--- src/rtl/ssd_pkg.sv ---
// package for the seven segment display controller
// holds input kind codes, the ascii font and reset constants; no dependencies
`timescale 1ns / 1ps
package ssd_pkg;

  localparam int DIGITS_DEFAULT = 8;
  localparam logic [15:0] IDLE_MASK_RESET = 16'hFFFF;
  localparam logic [15:0] STARTUP_RESET = 16'd500;

  typedef enum logic [2:0] {
    KIND_CHAR    = 3'd0,
    KIND_TICK    = 3'd1,
    KIND_RESTORE = 3'd2,
    KIND_BLANK   = 3'd3,
    KIND_ON      = 3'd4
  } kind_t;

  localparam logic [0:0] CFG_IDLE_MASK = 1'b0;
  localparam logic [0:0] CFG_STARTUP   = 1'b1;

  localparam logic [6:0] CHAR_SPACE = 7'h20;
  localparam logic [6:0] CHAR_DOT   = 7'h2E;
  localparam logic [7:0] DOT_BIT    = 8'h80;

  function automatic logic [7:0] glyph(input logic [6:0] c);
    logic [7:0] g;
    g = 8'h00;
    case (c)
      7'h21: g = 8'h86; 7'h22: g = 8'h22; 7'h27: g = 8'h02; 7'h28: g = 8'h39;
      7'h29: g = 8'h0F; 7'h2C: g = 8'h80; 7'h2D: g = 8'h40; 7'h2E: g = 8'h80;
      7'h2F: g = 8'h52; 7'h30: g = 8'h3F; 7'h31: g = 8'h06; 7'h32: g = 8'h5B;
      7'h33: g = 8'h4F; 7'h34: g = 8'h66; 7'h35: g = 8'h6D; 7'h36: g = 8'h7D;
      7'h37: g = 8'h07; 7'h38: g = 8'h7F; 7'h39: g = 8'h6F; 7'h3A: g = 8'h09;
      7'h3B: g = 8'h48; 7'h3D: g = 8'h48; 7'h3F: g = 8'h08;
      7'h41, 7'h61: g = 8'h77; 7'h42, 7'h62: g = 8'h7C; 7'h43, 7'h63: g = 8'h39;
      7'h44, 7'h64: g = 8'h5E; 7'h45, 7'h65: g = 8'h79; 7'h46, 7'h66: g = 8'h71;
      7'h47, 7'h67: g = 8'h3D; 7'h48, 7'h68: g = 8'h76; 7'h49, 7'h69: g = 8'h30;
      7'h4A, 7'h6A: g = 8'h1E; 7'h4B, 7'h6B: g = 8'h72; 7'h4C, 7'h6C: g = 8'h38;
      7'h4D, 7'h6D: g = 8'h37; 7'h4E, 7'h6E: g = 8'h54; 7'h4F, 7'h6F: g = 8'h5C;
      7'h50, 7'h70: g = 8'h73; 7'h51, 7'h71: g = 8'h67; 7'h52, 7'h72: g = 8'h50;
      7'h53, 7'h73: g = 8'h6D; 7'h54, 7'h74: g = 8'h78; 7'h55, 7'h75: g = 8'h1C;
      7'h56, 7'h76: g = 8'h3E; 7'h57, 7'h77: g = 8'h6A; 7'h58, 7'h78: g = 8'h49;
      7'h59, 7'h79: g = 8'h6E; 7'h5A, 7'h7A: g = 8'h5B;
      7'h5B: g = 8'h39; 7'h5C: g = 8'h64; 7'h5D: g = 8'h0F; 7'h5E: g = 8'h23;
      7'h5F: g = 8'h08;
      default: g = 8'h00;
    endcase
    return g;
  endfunction

  function automatic logic [7:0] seg_reset(input int idx);
    logic [7:0] v;
    case (idx)
      0: v = 8'hBF;
      1, 2: v = 8'h3F;
      default: v = 8'h00;
    endcase
    return v;
  endfunction

endpackage

--- src/rtl/ssd_shifter.sv ---
// frame serializer: select bits then segment bits, lsb first
// depends on ssd_pkg
`timescale 1ns / 1ps
module ssd_shifter #(
  parameter int DIGITS = ssd_pkg::DIGITS_DEFAULT
) (
  input  logic                clk,
  input  logic                rst,
  input  logic                load,
  input  logic [DIGITS-1:0]   sel,
  input  logic [7:0]          seg,
  output logic                busy,
  output logic                strobe,
  output logic                serial_bit,
  output logic                frame_end
);
  import ssd_pkg::*;

  localparam int FRAME = DIGITS + 8;
  localparam int CW = $clog2(FRAME + 1);

  logic [FRAME-1:0] sreg;
  logic [CW-1:0]    left;

  assign busy       = (left != '0);
  assign strobe     = busy;
  assign serial_bit = sreg[0];
  assign frame_end  = (left == CW'(1));

  always_ff @(posedge clk) begin
    if (rst) begin
      left <= '0;
    end else if (load) begin
      left <= CW'(FRAME);
    end else if (busy) begin
      left <= left - CW'(1);
    end
    if (load) begin
      sreg <= {seg, sel};
    end else begin
      sreg <= sreg >> 1;
    end
  end
endmodule

--- src/rtl/seven_segment_display_controller_top.sv ---
// top level of the seven segment display controller
// depends on ssd_pkg and ssd_shifter
`timescale 1ns / 1ps
// a tick frame reads the segment memory before loading the shifter; a blank loads it directly
// and sends two frames; busy stays high while they shift out; a string end walks up to
// 2*DIGITS text entries; restore copies all DIGITS saved entries; other items leave busy
// low and can follow every cycle
// reset restores the power-up segments through a sweep over every digit, busy high
// results come out as strobed serial bits and the receiver cannot stall
module seven_segment_display_controller_top #(
  parameter int DIGITS = ssd_pkg::DIGITS_DEFAULT
) (
  input  logic        clk,
  input  logic        rst,
  input  logic        start,
  output logic        busy,
  input  logic [2:0]  kind,
  input  logic [6:0]  text_char,
  input  logic        char_last,
  input  logic        cfg_we,
  input  logic [0:0]  cfg_index,
  input  logic [15:0] cfg_data,
  output logic        strobe,
  output logic        serial_bit,
  output logic        frame_end
);
  import ssd_pkg::*;

  localparam int AW = $clog2(DIGITS);
  localparam int CW = $clog2(DIGITS + 1);
  localparam int PW = AW + 1;

  typedef enum logic [3:0] {
    S_INIT, S_IDLE, S_TREAD, S_TLOAD, S_SHIFT, S_BLANK2,
    S_CREAD, S_CWAIT, S_CSTEP, S_FWAIT, S_FSTEP, S_RREAD, S_RWRITE
  } state_t;

  state_t state;

  logic [15:0] idle_mask, countdown;
  logic [CW-1:0] text_count;
  logic [AW-1:0] scan_pos;
  logic [AW-1:0] init_ptr;  // power-up sweep position

  // text memory, conversion reads it back right to left
  logic [6:0] text_mem [DIGITS];
  logic [AW-1:0] t_raddr;
  logic [6:0] t_rdata;

  // segment and saved memories, one read and one write port each
  logic [7:0] seg_mem [DIGITS];
  logic [7:0] sav_mem [DIGITS];
  logic [AW-1:0] s_raddr, s_waddr;
  logic [7:0] s_rdata, v_rdata, s_wdata, v_wdata;
  logic s_we, v_we;

  // conversion state; the top bit of sl marks a walk past the left end
  logic [PW-1:0] cp;        // text position of the word walk
  logic [PW-1:0] sl;        // segment slot being written
  logic          seen, dot, clr;

  logic sh_load, sh_busy;
  logic [DIGITS-1:0] sh_sel;
  logic [7:0] sh_seg;
  logic blank_pend;

  ssd_shifter #(.DIGITS(DIGITS)) u_shift (
    .clk, .rst, .load(sh_load), .sel(sh_sel), .seg(sh_seg),
    .busy(sh_busy), .strobe, .serial_bit, .frame_end
  );

  assign busy = (state != S_IDLE);

  always_ff @(posedge clk) begin
    t_rdata <= text_mem[t_raddr];
    s_rdata <= seg_mem[s_raddr];
    v_rdata <= sav_mem[s_raddr];
    if (s_we) seg_mem[s_waddr] <= s_wdata;
    if (v_we) sav_mem[s_waddr] <= v_wdata;
  end

  // text char as padded space when beyond the stored count
  logic [6:0] tch;
  assign tch = (CW'(t_raddr) < text_count) ? t_rdata : CHAR_SPACE;

  // segment byte of a word character, with a pending dot folded in
  logic [7:0] cbyte;
  assign cbyte = glyph(tch) | (dot ? DOT_BIT : 8'h00);

  // slot after this walk step: a dot takes no slot
  logic [PW-1:0] sl_step;
  assign sl_step = (tch == CHAR_DOT) ? sl : sl - PW'(1);

  logic [DIGITS-1:0] scan_sel;
  assign scan_sel = idle_mask[DIGITS-1:0]
                    & ~(DIGITS'(1) << (AW'(DIGITS - 1) - scan_pos));

  always_ff @(posedge clk) begin
    sh_load <= 1'b0;
    s_we    <= 1'b0;
    v_we    <= 1'b0;
    if (rst) begin
      state      <= S_INIT;
      idle_mask  <= IDLE_MASK_RESET;
      countdown  <= STARTUP_RESET;
      text_count <= '0;
      scan_pos   <= '0;
      init_ptr   <= '0;
      blank_pend <= 1'b0;
    end else begin
      if (cfg_we) begin
        unique case (cfg_index)
          CFG_IDLE_MASK: idle_mask <= cfg_data;
          CFG_STARTUP: begin
            countdown <= cfg_data;
          end
          default: ;
        endcase
      end
      unique case (state)
        S_INIT: begin
          // sweep the power-up pattern into segments, zeros into the saved copy
          s_we    <= 1'b1;
          v_we    <= 1'b1;
          s_waddr <= init_ptr;
          s_wdata <= seg_reset(int'(init_ptr));
          v_wdata <= '0;
          if (init_ptr == AW'(DIGITS - 1)) state <= S_IDLE;
          else init_ptr <= init_ptr + AW'(1);
        end
        S_IDLE: begin
          if (start) begin
            case (kind)
              KIND_CHAR: begin
                if (text_char != '0 && text_count < CW'(DIGITS)) begin
                  text_mem[text_count[AW-1:0]] <= text_char;
                end
                if (text_char == '0 || char_last) begin
                  if (text_count != '0 || (text_char != '0)) begin
                    if (text_char != '0 && text_count < CW'(DIGITS))
                      text_count <= text_count + CW'(1);
                    state <= S_CREAD;
                  end
                end else if (text_char != '0 && text_count < CW'(DIGITS)) begin
                  text_count <= text_count + CW'(1);
                end
              end
              KIND_TICK: begin
                if (countdown > 16'd1) countdown <= countdown - 16'd1;
                else if (countdown == 16'd1) begin
                  s_raddr <= scan_pos;
                  state   <= S_TREAD;
                end
              end
              KIND_RESTORE: begin
                s_raddr <= '0;
                state   <= S_RREAD;
              end
              KIND_BLANK: begin
                countdown  <= '0;
                sh_sel     <= idle_mask[DIGITS-1:0];
                sh_seg     <= '0;
                sh_load    <= 1'b1;
                blank_pend <= 1'b1;
                state      <= S_SHIFT;
              end
              KIND_ON: countdown <= 16'd1;
              default: ;
            endcase
          end
        end
        S_TREAD: state <= S_TLOAD;
        S_TLOAD: begin
          sh_sel   <= scan_sel;
          sh_seg   <= s_rdata;
          sh_load  <= 1'b1;
          scan_pos <= (scan_pos == AW'(DIGITS - 1)) ? '0 : scan_pos + AW'(1);
          state    <= S_SHIFT;
        end
        S_SHIFT: begin
          if (!sh_load && !sh_busy) begin
            if (blank_pend) begin
              blank_pend <= 1'b0;
              sh_load    <= 1'b1;
              state      <= S_BLANK2;
            end else begin
              state <= S_IDLE;
            end
          end
        end
        S_BLANK2: state <= S_SHIFT;
        S_RREAD: state <= S_RWRITE;
        S_RWRITE: begin
          // copy saved entry into segment memory, then read the next entry
          s_we    <= 1'b1;
          s_waddr <= s_raddr;
          s_wdata <= v_rdata;
          if (s_raddr == AW'(DIGITS - 1)) state <= S_IDLE;
          else begin
            s_raddr <= s_raddr + AW'(1);
            state   <= S_RREAD;
          end
        end
        S_CREAD: begin
          // start conversion at the rightmost position
          cp      <= PW'(DIGITS - 1);
          sl      <= PW'(DIGITS - 1);
          t_raddr <= AW'(DIGITS - 1);
          seen    <= 1'b0;
          dot     <= 1'b0;
          state   <= S_CWAIT;
        end
        S_CWAIT: state <= S_CSTEP;
        S_CSTEP: begin
          // word walk, one text entry per visit
          if (tch == CHAR_SPACE && seen) begin
            // a space after the word ends the walk
            clr <= 1'b1;
            if (sl[PW-1]) begin
              text_count <= '0;
              state      <= S_IDLE;
            end else begin
              t_raddr <= sl[AW-1:0];
              state   <= S_FWAIT;
            end
          end else begin
            if (tch != CHAR_SPACE) seen <= 1'b1;
            if (tch == CHAR_DOT) begin
              dot <= 1'b1;
            end else begin
              s_we    <= 1'b1;
              v_we    <= 1'b1;
              s_waddr <= sl[AW-1:0];
              s_wdata <= cbyte;
              v_wdata <= cbyte;
              dot     <= 1'b0;
            end
            sl <= sl_step;
            if (cp == '0) begin
              // walked past the left end
              clr <= 1'b1;
              if (sl_step[PW-1]) begin
                text_count <= '0;
                state      <= S_IDLE;
              end else begin
                t_raddr <= sl_step[AW-1:0];
                state   <= S_FWAIT;
              end
            end else begin
              cp      <= cp - PW'(1);
              t_raddr <= cp[AW-1:0] - AW'(1);
              state   <= S_CWAIT;
            end
          end
        end
        S_FWAIT: state <= S_FSTEP;
        S_FSTEP: begin
          // fill slots sl..0 from text: clear the word remainder, then glyphs
          s_we    <= 1'b1;
          v_we    <= 1'b1;
          s_waddr <= sl[AW-1:0];
          if (clr && tch != CHAR_SPACE) begin
            s_wdata <= '0;
            v_wdata <= '0;
          end else begin
            clr     <= 1'b0;
            s_wdata <= glyph(tch);
            v_wdata <= glyph(tch);
          end
          if (sl == '0) begin
            text_count <= '0;
            state      <= S_IDLE;
          end else begin
            sl      <= sl - PW'(1);
            t_raddr <= sl[AW-1:0] - AW'(1);
            state   <= S_FWAIT;
          end
        end
        default: state <= S_IDLE;
      endcase
    end
  end
endmodule

--- config.mk ---
export PLATFORM = sky130hd
export DESIGN_NAME = seven_segment_display_controller_top
export DESIGN_NICKNAME = d
export VERILOG_FILES = /design/src/rtl/ssd_pkg.sv /design/src/rtl/ssd_shifter.sv /design/src/rtl/seven_segment_display_controller_top.sv
export SDC_FILE = /design/constraint.sdc
export NUM_CORES = 1
export LEC_CHECK = 0
export ABC_CLOCK_PERIOD_IN_PS = 6100
export BUFFER_PORTS_ARGS = -buffer_cell sky130_fd_sc_hd__clkbuf_2
export CELL_PAD_IN_SITES_DETAIL_PLACEMENT = 2
export CELL_PAD_IN_SITES_GLOBAL_PLACEMENT = 2
export CORE_MARGIN = 2
export CORE_UTILIZATION = 48
export DETAILED_ROUTE_END_ITERATION = 16
export GPL_ROUTABILITY_DRIVEN = 0
export GPL_TIMING_DRIVEN = 0
export PLACE_DENSITY_LB_ADDON = 0.1
export SETUP_SLACK_MARGIN = 0.4
export SYNTH_ARGS = -nofsm -noshare
export SYNTH_HDL_FRONTEND = slang
export SYNTH_SLANG_ARGS = --single-unit
--- constraint.sdc ---
create_clock -name clk -period 6.1 [get_ports clk]
set_input_delay 1.22 -clock clk [delete_from_list [all_inputs] [get_ports clk]]
set_output_delay 1.22 -clock clk [all_outputs]
set_load 0.005 [all_outputs]
==> flow_summary.json <==
{
  "first_pass_iters": 5,
  "area_delta_synth_final_pct": 12.5,
  "diodes": 0,
  "critPathArrivalTime_ps": 5040,
  "synth_most_common_cell": "edfxtp_1",
  "tightest_slew_ps": 1350,
  "fill_cells": 2756,
  "cts_tree": "done",
  "drc": 0,
  "crit_slowest_cell": "nor3_2",
  "routed-via-count": 9989,
  "stdcell_count": 1597,
  "cts-root-buf": "clkbuf_16",
  "fin_worst_skew_ps": 21.6,
  "yosysTopAreaCellShare_pct": 48.9,
  "fin_tns_setup_ps": 0,
  "routedWlPerCell_um": 30.5,
  "finalWirelength_mm": 48.7,
  "place_area_mm2": 0.0152,
  "grt_overflow": 0,
  "holdBufCountCts": 0,
  "drtIter0Drc": 821,
  "synthFlopType": "edfxtp_1",
  "antenna_found_initial": 1,
  "crit_type": "register to register",
  "first_global_vias": 11046,
  "synth_area_leaders": "edfxtp_1 (49%), dfxtp_1 (12%), mux4_2 (7.0%)",
  "syn_nets": 1168,
  "hp-start": "u_shift.sreg[5]",
  "finalCriticalPeriod_ps": 4890,
  "timing.rr.start": "text_count[2]",
  "dp_hpwl_mm": 31.6,
  "ios": 36,
  "via_per_inst": 6.25,
  "core-area_mm2": 0.0296,
  "avgSynthCellArea_um2": 13.1,
  "cp-start-kind": "register",
  "rsz0062_at_grt": "false",
  "grt_pass1_wl_mm": 72.3,
  "clock_sinks": 322,
  "async_flop_share_pct": 0,
  "fin_area_mm2": 0.0163,
  "netlist_instances": 1105,
  "clock_path_buffers": 3,
  "critPathRequiredTime_ps": 6240,
  "cts_resized": 0,
  "startpoint": "text_count[2]",
  "chipHeight_um": 178,
  "endpoint_kind": "register",
  "worstPathCellList": "inv_1 > ha_1 > a21o_1 > a31oi_4 > or2_1 > buf_2 > nand2_1 > ha_1 > clkbuf_2 > nand3b_1 > o22a_1 > buf_4 > a21oi_1 > or2_4 > nor3_2",
  "io_buffers": 33,
  "final_max_slew_viol_count": 0,
  "crit_path_frequent_cell": "ha_1",
  "yosysWarningCount": 0,
  "slew_headroom_pct": 9.05,
  "cts_buffers": 37,
  "setup_viol": 0,
  "finalNetCount": 1242,
  "powerDensity_mw_per_mm2": 298,
  "synth-seq-area-share_pct": 60.8,
  "p_total_mw": 4.85,
  "final_hold_viol_count": 0,
  "cts_setup_buffers": 0,
  "cts.reportedPaths.clkPinSlew_ps": 60,
  "synth_edf_count": 236,
  "cts_max_level": 2,
  "die_area_mm2": 0.0316,
  "clock_latency_ps": 540,
  "path_buf_inv": 4,
  "die_x_um": 178,
  "p_leak_nw": 5.65,
  "max_clock_freq_mhz": 204,
  "ys_types": 91,
  "grt_use_total_pct": 31.6,
  "ant_nets": 0,
  "slowest_delay_ps": 820,
  "path_max_fanout": 11,
  "status": "complete, no violations",
  "ir_drop_mv": 0.235,
  "yosys.area.top_type": "edfxtp_1",
  "dp.cells": 1530,
  "period_share_pct": 80.2,
  "grt_max_degree": 14,
  "rows": 63,
  "rrSetupSlack_ps": 1210,
  "drv_cap": 0,
  "drive_above_1_share_pct": 18.7,
  "synth-seq-cells": 322,
  "worstHoldPathType": "register to register",
  "netlist_area_mm2": 0.0145,
  "path_delay_family": "simple AND/OR/NAND/NOR gates",
  "start_util_pct": 48.9,
  "ys_top_cells_by_count": "edfxtp_1 (236), nand2_1 (98), nor2_1 (87)"
}
[flip-flops by register name, summed over array words and instances, names as in the netlist, 16 cells and up]
signal        flops
countdown        16
text_mem         56
u_shift.sreg     16
sav_mem          64
seg_mem          64
[power breakdown]
| group | switching [mW] | internal [mW] |
|---|---|---|
| sequential | 0.0685 | 2.43 |
| combinational | 0.163 | 0.0940 |
| clock | 0.917 | 1.18 |
[cells in the final DEF (no fill, tap or decap), types with 4 or more instances in the layout]
cell,instances
a211o_1,14
a211oi_1,8
a21boi_0,9
a21o_1,4
a21oi_1,58
a22oi_1,6
a31oi_1,11
and2_1,6
and3_1,9
buf_1,11
buf_2,15
buf_4,4
clkbuf_1,45
clkbuf_16,37
clkbuf_2,34
clkinv_1,5
clkinv_2,5
dfxtp_1,86
edfxtp_1,236
ha_1,31
inv_1,36
mux2_2,38
mux2i_1,13
mux4_2,45
nand2_1,98
nand2b_1,12
nand3_1,7
nand3b_1,8
nor2_1,87
nor2b_1,24
nor3_1,27
nor3_2,7
o211ai_1,6
o21ai_0,41
o22ai_1,4
o31ai_1,5
xnor2_1,12
xor2_1,10
[cell families after synthesis]
kind of cell | after synthesis | share of synthesized area (%)
AOI/OAI and AO/OA | 208 | 9.88
xor gates and xnor gates | 22 | 1.33
adders and majority gates | 32 | 2.75
buffers and inverters | 99 | 2.86
DFF | 322 | 60.8
muxes | 98 | 11.1
and+or+nand+nor | 324 | 11.2
[metrics by stage]
| step | hold slack [ps] | util, % | setup slack (ps) |
|---|---|---|---|
| final | 461 | 55.0 | 1210 |
| after detailed placement | 445 | 51.2 | 1470 |
| after floorplan | 426 | - | 2160 |
| after global routing | 486 | 55.0 | 995 |
| after CTS | 466 | 54.9 | 1260 |
| after global placement | 437 | 51.1 | 1140 |
[per-layer routing]
metal	routed length (um)	GRT usage [%]
met1	19000	38.2
met2	25400	56.1
met3	2030	3.88
met4	2210	14.5
met5	0	0
[worst paths after layout]
kind                          end  cells after the start
setup / recovery       s_wdata[3]                     15
hold / removal    u_shift.sreg[4]                      1
setup reg to reg       s_wdata[3]                     15
hold reg to reg   u_shift.sreg[4]                      1
[cell type report]
class	instances	area, um^2	area share (%)
buffer	62	275	1.69
clock buffer	52	992	6.09
clock inverter	15	109	0.668
inverter	37	139	0.853
tap	390	488	3.00
multi-input combinational	684	5300	32.5
timing repair buffer	35	180	1.11
sequential	322	8810	54.1
(Power assumes the default switching activity.)
